===== src/qte_pkg.sv =====
// ----------------------------------------------------------------------------
// Quaternion to Euler angles: shared definitions
// Widths, pipeline depths, the arctangent table and the per-vector state
// carried by the vectoring cells.
// ----------------------------------------------------------------------------
package qte_pkg;

   localparam int CORDIC_ITERATIONS = 16;
   localparam int TABLE_LEN = 24;
   localparam int SQRT_STEPS = 29;
   localparam int TERM_W = 35;
   localparam int VEC_W = 40;
   localparam int ANG_W = 26;
   localparam int RAD_W = 57;
   localparam int ACC_W = 58;
   localparam int IDX_W = 5;
   localparam int HALF_TURN_UNITS = 23040;
   localparam int QUARTER_TURN_UNITS = 11520;
   localparam int HALF_TURN_ACC = 180 * 32768;

   typedef struct packed {
      logic signed [VEC_W-1:0] x;
      logic signed [VEC_W-1:0] y;
      logic signed [ANG_W-1:0] z;
      logic                    zero;
   } vec_type;

   // atan(2^-i) in units of 2^-15 degree.
   function automatic logic signed [ANG_W-1:0] atan_step(input logic [IDX_W-1:0] i);
      logic [ANG_W-1:0] r;
      case (i)
         5'd0: r = 26'd1474560;
         5'd1: r = 26'd870484;
         5'd2: r = 26'd459940;
         5'd3: r = 26'd233473;
         5'd4: r = 26'd117189;
         5'd5: r = 26'd58652;
         5'd6: r = 26'd29333;
         5'd7: r = 26'd14667;
         5'd8: r = 26'd7334;
         5'd9: r = 26'd3667;
         5'd10: r = 26'd1833;
         5'd11: r = 26'd917;
         5'd12: r = 26'd458;
         5'd13: r = 26'd229;
         5'd14: r = 26'd115;
         5'd15: r = 26'd57;
         5'd16: r = 26'd29;
         5'd17: r = 26'd14;
         5'd18: r = 26'd7;
         5'd19: r = 26'd4;
         5'd20: r = 26'd2;
         5'd21: r = 26'd1;
         default: r = 26'd0;
      endcase
      return signed'(r);
   endfunction

   // Folds a vector into the right half plane and seeds the angle.
   function automatic vec_type vec_prep(input logic signed [VEC_W-1:0] y,
                                        input logic signed [VEC_W-1:0] x);
      vec_type v;
      v.zero = (x == '0) && (y == '0);
      if (x[VEC_W-1]) begin
         v.x = -x;
         v.y = -y;
         v.z = y[VEC_W-1] ? -ANG_W'(HALF_TURN_ACC) : ANG_W'(HALF_TURN_ACC);
      end else begin
         v.x = x;
         v.y = y;
         v.z = '0;
      end
      return v;
   endfunction

   // Rounds to 1/128 degree, half away from zero, and saturates to +-lim.
   function automatic logic signed [15:0] to_out(input vec_type v, input logic [15:0] lim);
      logic [ANG_W-1:0] mag;
      logic [ANG_W-1:0] r;
      logic [15:0]      m;
      logic signed [15:0] res;
      mag = v.z[ANG_W-1] ? ANG_W'(-v.z) : ANG_W'(v.z);
      r = (mag + ANG_W'(128)) >> 8;
      m = (r > ANG_W'(lim)) ? lim : r[15:0];
      res = v.z[ANG_W-1] ? -signed'(m) : signed'(m);
      if (v.zero) begin
         res = '0;
      end
      return res;
   endfunction

endpackage


===== src/qte_sqrt_cell.sv =====
// ----------------------------------------------------------------------------
// Square root cell
// One step of the restoring integer square root: takes two radicand bits
// per stage and hands the remainder and partial root to the next cell.
// ----------------------------------------------------------------------------
module qte_sqrt_cell (
   input  logic                         clock,
   input  logic                         enable,
   input  logic [qte_pkg::IDX_W-1:0]    step_k,
   input  logic [qte_pkg::RAD_W-1:0]    rem_in,
   input  logic [qte_pkg::ACC_W-1:0]    root_in,
   output logic [qte_pkg::RAD_W-1:0]    rem_out,
   output logic [qte_pkg::ACC_W-1:0]    root_out
);

   logic [qte_pkg::RAD_W-1:0] rem_ff;
   logic [qte_pkg::ACC_W-1:0] root_ff;
   logic [qte_pkg::RAD_W-1:0] rem_in_next;
   logic [qte_pkg::ACC_W-1:0] root_in_next;
   logic [qte_pkg::ACC_W-1:0] bit_val;
   logic [qte_pkg::ACC_W-1:0] trial;
   logic [qte_pkg::ACC_W-1:0] rem_ext;

   always_comb begin
      bit_val = qte_pkg::ACC_W'(1) << {step_k, 1'b0};
      trial = root_in + bit_val;
      rem_ext = {1'b0, rem_in};
      if (rem_ext >= trial) begin
         rem_in_next = qte_pkg::RAD_W'(rem_ext - trial);
         root_in_next = (root_in >> 1) + bit_val;
      end else begin
         rem_in_next = rem_in;
         root_in_next = root_in >> 1;
      end
   end

   always_ff @(posedge clock) begin
      if (enable) begin
         rem_ff <= rem_in_next;
         root_ff <= root_in_next;
      end
   end

   assign rem_out = rem_ff;
   assign root_out = root_ff;

endmodule


===== config.mk =====
export PLATFORM = sky130hd
export DESIGN_NAME = qte_sqrt_cell
export DESIGN_NICKNAME = d
export VERILOG_FILES = /design/src/qte_pkg.sv /design/src/qte_sqrt_cell.sv
export SDC_FILE = /design/constraint.sdc
export NUM_CORES = 1
export LEC_CHECK = 0
export BUFFER_PORTS_ARGS = -buffer_cell sky130_fd_sc_hd__buf_2
export CORE_AREA = 8 8 205 207
export DETAILED_ROUTE_END_ITERATION = 12
export DIE_AREA = 0 0 213 215
export PLACE_DENSITY = 0.63
export SYNTH_ARGS = -nofsm -noshare
export SYNTH_HDL_FRONTEND = slang
export SYNTH_SLANG_ARGS = --single-unit

===== constraint.sdc =====
create_clock -name clock -period 7.8 [get_ports clock]
set_input_delay 0.78 -clock clock [delete_from_list [all_inputs] [get_ports clock]]
set_output_delay 0.78 -clock clock [all_outputs]
set_load 0.02 [all_outputs]

==> results.toml, run 1 <==
[detailed_routing]
wl_um = 49700
drtAntennaViolNets = 0
wl_per_cell_um = 21.3
drc_errors = 0
first_pass_iters = 5
viasPerCell = 5.73
vias = 13402
drt_iter0_markers = 1237

[yosys]
synth.net_count = 1821
synthTopCellsByArea = "edfxtp_1 26%, ha_1 9.1%, xnor2_1 5.8%"
synth_top_area_frac = 0.259
synth_cells = 1601
synth_area_per_cell_um2 = 8.32
synth_seq_cells = 115
ys_warn_count = 0
yosysMostFrequentCell = "o21ai_0"
yosysTopAreaCell = "edfxtp_1"
synth_edf_count = 115
ys_top_cells_by_count = "138 x o21ai_0, 124 x nor2_1, 123 x a21oi_1"
synth_flop_cell = "edfxtp_1"
yosysUniqueCellTypes = 86
ys_seq_area_frac = 0.259
netlist_area_mm2 = 0.0133
synthArstFlopShare = 0

[worst_setup_path]
path_delay_family = "compound AO/OA/AOI/OAI gates"
endpoint = "rem_out[1]"
path_class = "input pin to flop"
path_buf_inv = 2
critPathMaxStageDelay_ns = 0.53
start_kind = "input pin"
worstPathArrival_ns = 7.17
setup.worst_path.end_class = "flop"
path_depth = 25
cp-startpoint = "step_k[0]"
worstPathRequired_ns = 8.00
crit_path_top_delay_cell = "or3_1"
crit_fanout = 26

[global_routing]
overflow = 0
antenna_found_initial = 10
grt_pass1_wl_um = 75700
grt_max_degree = 60
gr-usage-all-layers = 0.211
grt_pass1_vias = 13042

[cells_and_area]
syn_to_final_growth_pct = 17.3
nNetsFinal = 2016
fin_area_mm2 = 0.0156
multi_input_area_mm2 = 0.00938
drive_gt1_frac = 0.185
fin_util = 0.401
register_area_mm2 = 0.00345
fillers = 4005

[clock_tree]
post_cts_buffers = 0
root_buffer = "clkbuf_16"
cts_buffer_depth = 2
clkTransAtPathRegs_ns = 0.06
cts_resized = 0
hold_buffers = 0
cts_inserted_buffers = 17
ctsHtreeMaxLevel = 4
clkSinkCount = 115
cts_tree = "done"

[floorplan]
die_w_um = 213
die-area_mm2 = 0.0458
ios = 237
num_rows = 73
initial_core_util = 0.342
core_region_area_mm2 = 0.0390
die_height_um = 215

[sta]
tightest_slew_ns = 0.949
grt_setup_unrepaired = "no"
fin_tns_setup_ns = 0
report.final.slew_viol_count = 0
fmax_mhz = 143
fin_crit_sh = 0.894
relSlewSlack = 0.353
fin_crit_ns = 6.98
hold_viol = 0
setup_viol = 0

[power]
power.density_mw_per_mm2 = 159
leakagePower_nw = 6.06
vdd_drop_max_mv = 0.117

[min_path]
hp-class = "input pin to flop"

[outcome]
status = "completed"

[placement]
gp_congestion = 0.940
port_buffers = 236
placed_cell_area_mm2 = 0.0150
dpl.hpwl_um = 39400

[run]
maxCapViolCount = 0
## routing by layer
metal / up-vias / global-route usage / routed length, µm
met3: 88 / 0.0405 / 3240
met2: 506 / 0.327 / 22100
met5: - / 0 / 53
met4: 8 / 0.0766 / 1570
met1: 6341 / 0.287 / 22800
li1: 6459 / - / -
## placed cells by master, fill, tap and decap left out, drive strengths merged, types with 16 or more instances in the layout
cell	Yosys	final
buf	27	259
o21ai	143	143
nor2	125	125
a21oi	124	124
edfxtp	115	115
nand2	112	112
ha	97	97
xnor2	89	89
xor2	74	74
nor3	60	60
mux2	52	52
nand3	42	42
a31oi	40	40
inv	39	39
nand4	34	34
a21o	33	33
o21bai	26	26
and2	24	24
o21a	19	19
clkbuf	56	19
a31o	17	17
nor2b	16	16
o211ai	16	16
o31ai	16	16
## layout make-up
| class | count | share of cell area |
|---|---|---|
| well taps | 525 | 0.0420 |
| diodes | 6 | 0.000961 |
| repair buffers | 259 | 0.0884 |
| inverters | 40 | 0.00961 |
| flip-flops and latches | 115 | 0.221 |
| clock buffers | 19 | 0.0277 |
| clock inverters | 12 | 0.0105 |
| multi-input cells | 1363 | 0.600 |
## through the flow
| step | setup WS (ns) | hold WS [ns] | power (mW) | std cells |
|---|---|---|---|---|
| after CTS | 0.899 | 0.615 | 2.50 | 2333 |
| after global placement | 0.620 | 1.09 | 1.65 | 2302 |
| after global routing | 0.284 | 0.628 | 2.60 | 2339 |
| after floorplan | 1.19 | 0.892 | 1.35 | 1601 |
| final | 0.823 | 0.644 | 2.49 | 2339 |
| after detailed placement | 0.426 | 1.10 | 1.65 | 2302 |
## how the worst min path moves through the flow
| stage | startpoint | to | cells past startpoint |
|---|---|---|---|
| after floorplan | enable | rem_out[0] | 0 |
| after global placement | rem_in[51] | rem_out[51] | 2 |
| after detailed placement | rem_in[50] | rem_out[50] | 2 |
| after CTS | rem_in[50] | rem_out[50] | 2 |
| after global routing | rem_in[50] | rem_out[50] | 2 |
| final | rem_in[22] | rem_out[22] | 2 |
## kinds of logic after synthesis
family / share of synthesized area
muxes: 0.0462
adders and majority gates: 0.0963
buffers and inverters: 0.0390
DFF: 0.259
xor gates and xnor gates: 0.107
AOI/OAI and AO/OA: 0.255
and+or+nand+nor: 0.198
## flip-flops by register name, summed over array words and instances (netlist names)
signal / cells
rem_out: 57
root_out: 58
## report_power, final
part | total (mW) | leakage (nW) | switching, mW | internal (mW)
clock network | 0.837 | 0.290 | 0.310 | 0.527
logic | 0.865 | 4.65 | 0.555 | 0.310
registers | 0.784 | 1.12 | 0.0214 | 0.763
(Power assumes the default switching activity.)
==> run 2, diff against run 1 <==
==> constraint.sdc (replaced) <==
create_clock -name clock -period 6.55 [get_ports clock]
set_input_delay 0.655 -clock clock [delete_from_list [all_inputs] [get_ports clock]]
set_output_delay 0.655 -clock clock [all_outputs]
set_load 0.02 [all_outputs]
==> results.toml, run 2 (synthesized netlist as in run 1, its figures left out) <==
[outcome]
status = "completed"

[global_routing]
overflow = 0
antenna_found_initial = 7
grt_pass1_wl_um = 78100
grt_pass1_vias = 13469
gr-usage-all-layers = 0.216
grt_max_degree = 62

[cells_and_area]
nNetsFinal = 2166
register_area_mm2 = 0.00345
multi_input_area_mm2 = 0.00945
drive_gt1_frac = 0.251
syn_to_final_growth_pct = 26.6
final_cell_mix = "235 x buf_2, 170 x buf_4, 137 x o21ai_0"
fillers = 3906
fin_area_mm2 = 0.0169
stdcell_count = 2485
layout_commonest_cell = "buf_2"
largest_reg_flops = 58

[sta]
worst_slack_ns = 0.237
fmax_mhz = 158
report.final.slew_viol_count = 0
relSlewSlack = 0.421
fin_crit_ns = 6.31
tightest_slew_ns = 0.869
fin_crit_sh = 0.964
setup_viol = 0
hold_viol = 0
hold_slack_ns = 0.523

[clock_tree]
cts_buffer_depth = 2
cts_inserted_buffers = 17
hold_buffers = 0
post_cts_buffers = 0
clkTransAtPathRegs_ns = 0.06
ctsHtreeMaxLevel = 4
clkSinkCount = 115
cts_resized = 0
root_buffer = "clkbuf_16"
cts_tree = "done"

[detailed_routing]
wl_per_cell_um = 20.5
viasPerCell = 5.61
dr_wl_met2_um = 23100
vias = 13946
wl_met1_um = 23000
routed-wl-met3_um = 3700
drt_iter0_markers = 1259
first_pass_iters = 7
wl_um = 51000
drc_errors = 0
drtAntennaViolNets = 0
routed.top_layer = "met5"

[worst_setup_path]
worstPathArrival_ns = 6.51
setup.worst_path.end_class = "flop"
start_kind = "input pin"
path_class = "input pin to flop"
crit_fanout = 14
worstPathRequired_ns = 6.75

[power]
vdd_drop_max_mv = 0.108
power.density_mw_per_mm2 = 184
leakagePower_nw = 6.82

[floorplan]
ios = 237
die_w_um = 213
die_height_um = 215
initial_core_util = 0.342
core_region_area_mm2 = 0.0390
num_rows = 73
die-area_mm2 = 0.0458

[run]
maxCapViolCount = 0

[placement]
placed_cell_area_mm2 = 0.0162
gp_congestion = 0.942
port_buffers = 236
dp.cells = 2452
dpl.hpwl_um = 41000
pre_cts_ws_ns = -0.319

[min_path]
hp-class = "input pin to flop"
-- run 2: layer usage --
metal,vias up,track usage
met1,6558,0.297
li1,6757,-
met2,555,0.341
met5,-,0
met3,68,0.0365
met4,8,0.0644
-- run 2: worst paths after layout --
path	start	endpoint	slack [ns]	cells after the start
worst max-delay path	step_k[0]	rem_out[55]	0.24	27
worst min-delay path	rem_in[36]	rem_out[36]	0.52	2
-- run 2: cell type report --
cell class	count	share of cell area
multi-input combinational	1363	0.560
sequential	115	0.205
timing repair buffer	409	0.150
tap	525	0.0389
clock buffer	18	0.0254
clock inverter	12	0.0112
inverter	40	0.00890
antenna	3	0.000445
-- run 2: report_power, final --
part / total [mW] / switching [mW] / internal [mW]
clock: 1.03 / 0.365 / 0.664
combinational: 1.14 / 0.689 / 0.449
sequential: 0.933 / 0.0248 / 0.909
total: 3.10 / 1.08 / 2.02
-- run 2: through the flow --
| step | total power, mW | setup TNS, ns | util |
|---|---|---|---|
| finish | 3.10 | 0 | 0.433 |
| CTS | 3.12 | 0 | 0.430 |
| global route | 3.24 | -0.0551 | 0.433 |
| floorplan | 1.61 | 0 | - |
| global placement | 2.07 | -7.89 | 0.415 |
| detailed placement | 2.07 | -17.28 | 0.415 |
-- run 2: worst max-delay path, cell delays in order --
cell       delay [ns]
buf_2            0.10
or3_1            0.38
nor2_1           0.17
ha_1             0.29
a31o_2           0.27
a2bb2oi_1        0.22
a21bo_2          0.25
maj3_1           0.36
a32oi_2          0.29
nor2_1           0.10
o22ai_1          0.18
xor2_1           0.09
buf_4            0.14
ha_1             0.28
and4_1           0.24
nand3_2          0.19
a2111oi_4        0.42
buf_4            0.18
o21ai_0          0.08
o211ai_1         0.17
o211ai_1         0.20
a21oi_2          0.24
o21ai_4          0.11
or2_1            0.25
buf_12           0.17
buf_4            0.13
o21ai_0          0.35
==> run 3, diff against run 2 <==
==> constraint.sdc (replaced) <==
create_clock -name clock -period 6.55 [get_ports clock]
set_input_delay 0.9825 -clock clock [delete_from_list [all_inputs] [get_ports clock]]
set_output_delay 0.9825 -clock clock [all_outputs]
set_load 0.02 [all_outputs]
==> results.toml, run 3 (synthesized netlist as in run 1, its figures left out) <==
[global_routing]
grt_pass1_wl_um = 78800
gr-usage-all-layers = 0.218
grt_pass1_vias = 14152
antenna_found_initial = 8
grt_max_degree = 61
overflow = 0

[worst_setup_path]
crit_path_top_delay_cell = "o311ai_1"
setup.worst_path.end_class = "flop"
critPathMaxStageDelay_ns = 0.48
path_buf_inv = 5
endpoint = "rem_out[41]"
path_depth = 28
start_kind = "input pin"
path_class = "input pin to flop"
path_delay_family = "compound AO/OA/AOI/OAI gates"
worstPathRequired_ns = 6.73
crit_fanout = 9
cp-startpoint = "step_k[0]"
worstPathArrival_ns = 6.56

[placement]
gp_congestion = 0.930
dpl.hpwl_um = 41800
port_buffers = 236

[sta]
fin_crit_sh = 0.973
relSlewSlack = 0.426
report.final.slew_viol_count = 0
tightest_slew_ns = 0.861
setup_viol = 0
fmax_mhz = 157
fin_crit_ns = 6.37
hold_viol = 0

[outcome]
status = "completed"

[detailed_routing]
routed-wl-met3_um = 3100
drc_errors = 0
first_pass_iters = 5
routed.top_layer = "met5"
viasPerCell = 5.56
wl_met1_um = 24000
wl_per_cell_um = 20.4
drt_iter0_markers = 1247
drtAntennaViolNets = 0
dr_wl_met2_um = 24000
wl_um = 52400
vias = 14274

[floorplan]
die_height_um = 215
num_rows = 73
ios = 237
die_w_um = 213
die-area_mm2 = 0.0458
core_region_area_mm2 = 0.0390
initial_core_util = 0.342

[cells_and_area]
final_cell_mix = "240 x buf_4, 235 x buf_2, 131 x o21ai_0"
largest_reg_flops = 58
drive_gt1_frac = 0.300
layout_commonest_cell = "buf_4"
syn_to_final_growth_pct = 32.6
nNetsFinal = 2242
fin_util = 0.453

[clock_tree]
cts_inserted_buffers = 17
ctsHtreeMaxLevel = 4
cts_buffer_depth = 2
hold_buffers = 0
clkTransAtPathRegs_ns = 0.06
root_buffer = "clkbuf_16"
clkSinkCount = 115
cts_tree = "done"

[power]
p_comb_frac = 0.388
vdd_drop_max_mv = 0.157
internal_power_mw = 2.00
clock_power_share = 0.314
leakagePower_nw = 7.23
finalPower_mw = 3.13
p_sw_mw = 1.13
power.density_mw_per_mm2 = 177
switching_share = 0.360
seqPwrFrac = 0.298

[min_path]
hp-class = "input pin to flop"
hold_depth = 2

[run]
maxCapViolCount = 0
run 3: what timing repair did:
item,in CTS,in global routing
endpoints found under the setup margin,2,115
gates cloned,0,2
gates resized for setup,2,65
pin swaps,0,31
setup buffers,0,3
hold endpoints to repair,0,0
run 3: routing by layer:
metal,GRT usage,up-vias
met3,0.0349,85
met4,0.0736,2
met5,0,-
li1,-,6896
met1,0.295,6801
met2,0.348,490
run 3: power by group through the flow:
stage | clock network (mW) | registers (mW) | logic [mW]
6_report | 0.981 | 0.933 | 1.21
5_1_grt | 1.02 | 0.941 | 1.30
4_1_cts | 0.998 | 0.935 | 1.17
3_5_place_dp | 0 | 0.948 | 1.16
3_3_place_gp | 0 | 0.949 | 1.15
2_1_floorplan | 0 | 1.05 | 0.568
run 3: metrics by stage:
stage / TNS, ns / cell area [µm²] / hold WS, ns / setup WS, ns / instances
6_report: 0 / 17700 / 0.843 / 0.177 / 2566
5_1_grt: -2.39 / 17700 / 0.832 / -0.0887 / 2565
4_1_cts: -0.00265 / 17300 / 0.827 / -0.00265 / 2556
3_5_place_dp: -41.78 / 16700 / 1.30 / -0.553 / 2524
3_3_place_gp: -35.84 / 16700 / 1.30 / -0.505 / 2524
2_1_floorplan: 0 / 13300 / 1.10 / 0.0139 / 1601
run 3: worst min-delay path by stage:
stage / start / endpoint / slack [ns]
2_1_floorplan: enable / rem_out[0] / 1.10
3_3_place_gp: rem_in[8] / rem_out[8] / 1.30
3_5_place_dp: rem_in[39] / rem_out[39] / 1.30
4_1_cts: rem_in[39] / rem_out[39] / 0.83
5_1_grt: rem_in[39] / rem_out[39] / 0.83
6_report: rem_in[39] / rem_out[39] / 0.84
run 3: area by class of cell:
| cell class | count | area, µm² |
|---|---|---|
| fillers | 3857 | 21300 |
| multi-input cells | 1363 | 9650 |
| flip-flops and latches | 115 | 3450 |
| repair buffers | 485 | 3140 |
| well taps | 525 | 657 |
| clock buffers | 19 | 433 |
| clock inverters | 13 | 160 |
| inverters | 40 | 150 |
| diodes | 6 | 15.0 |
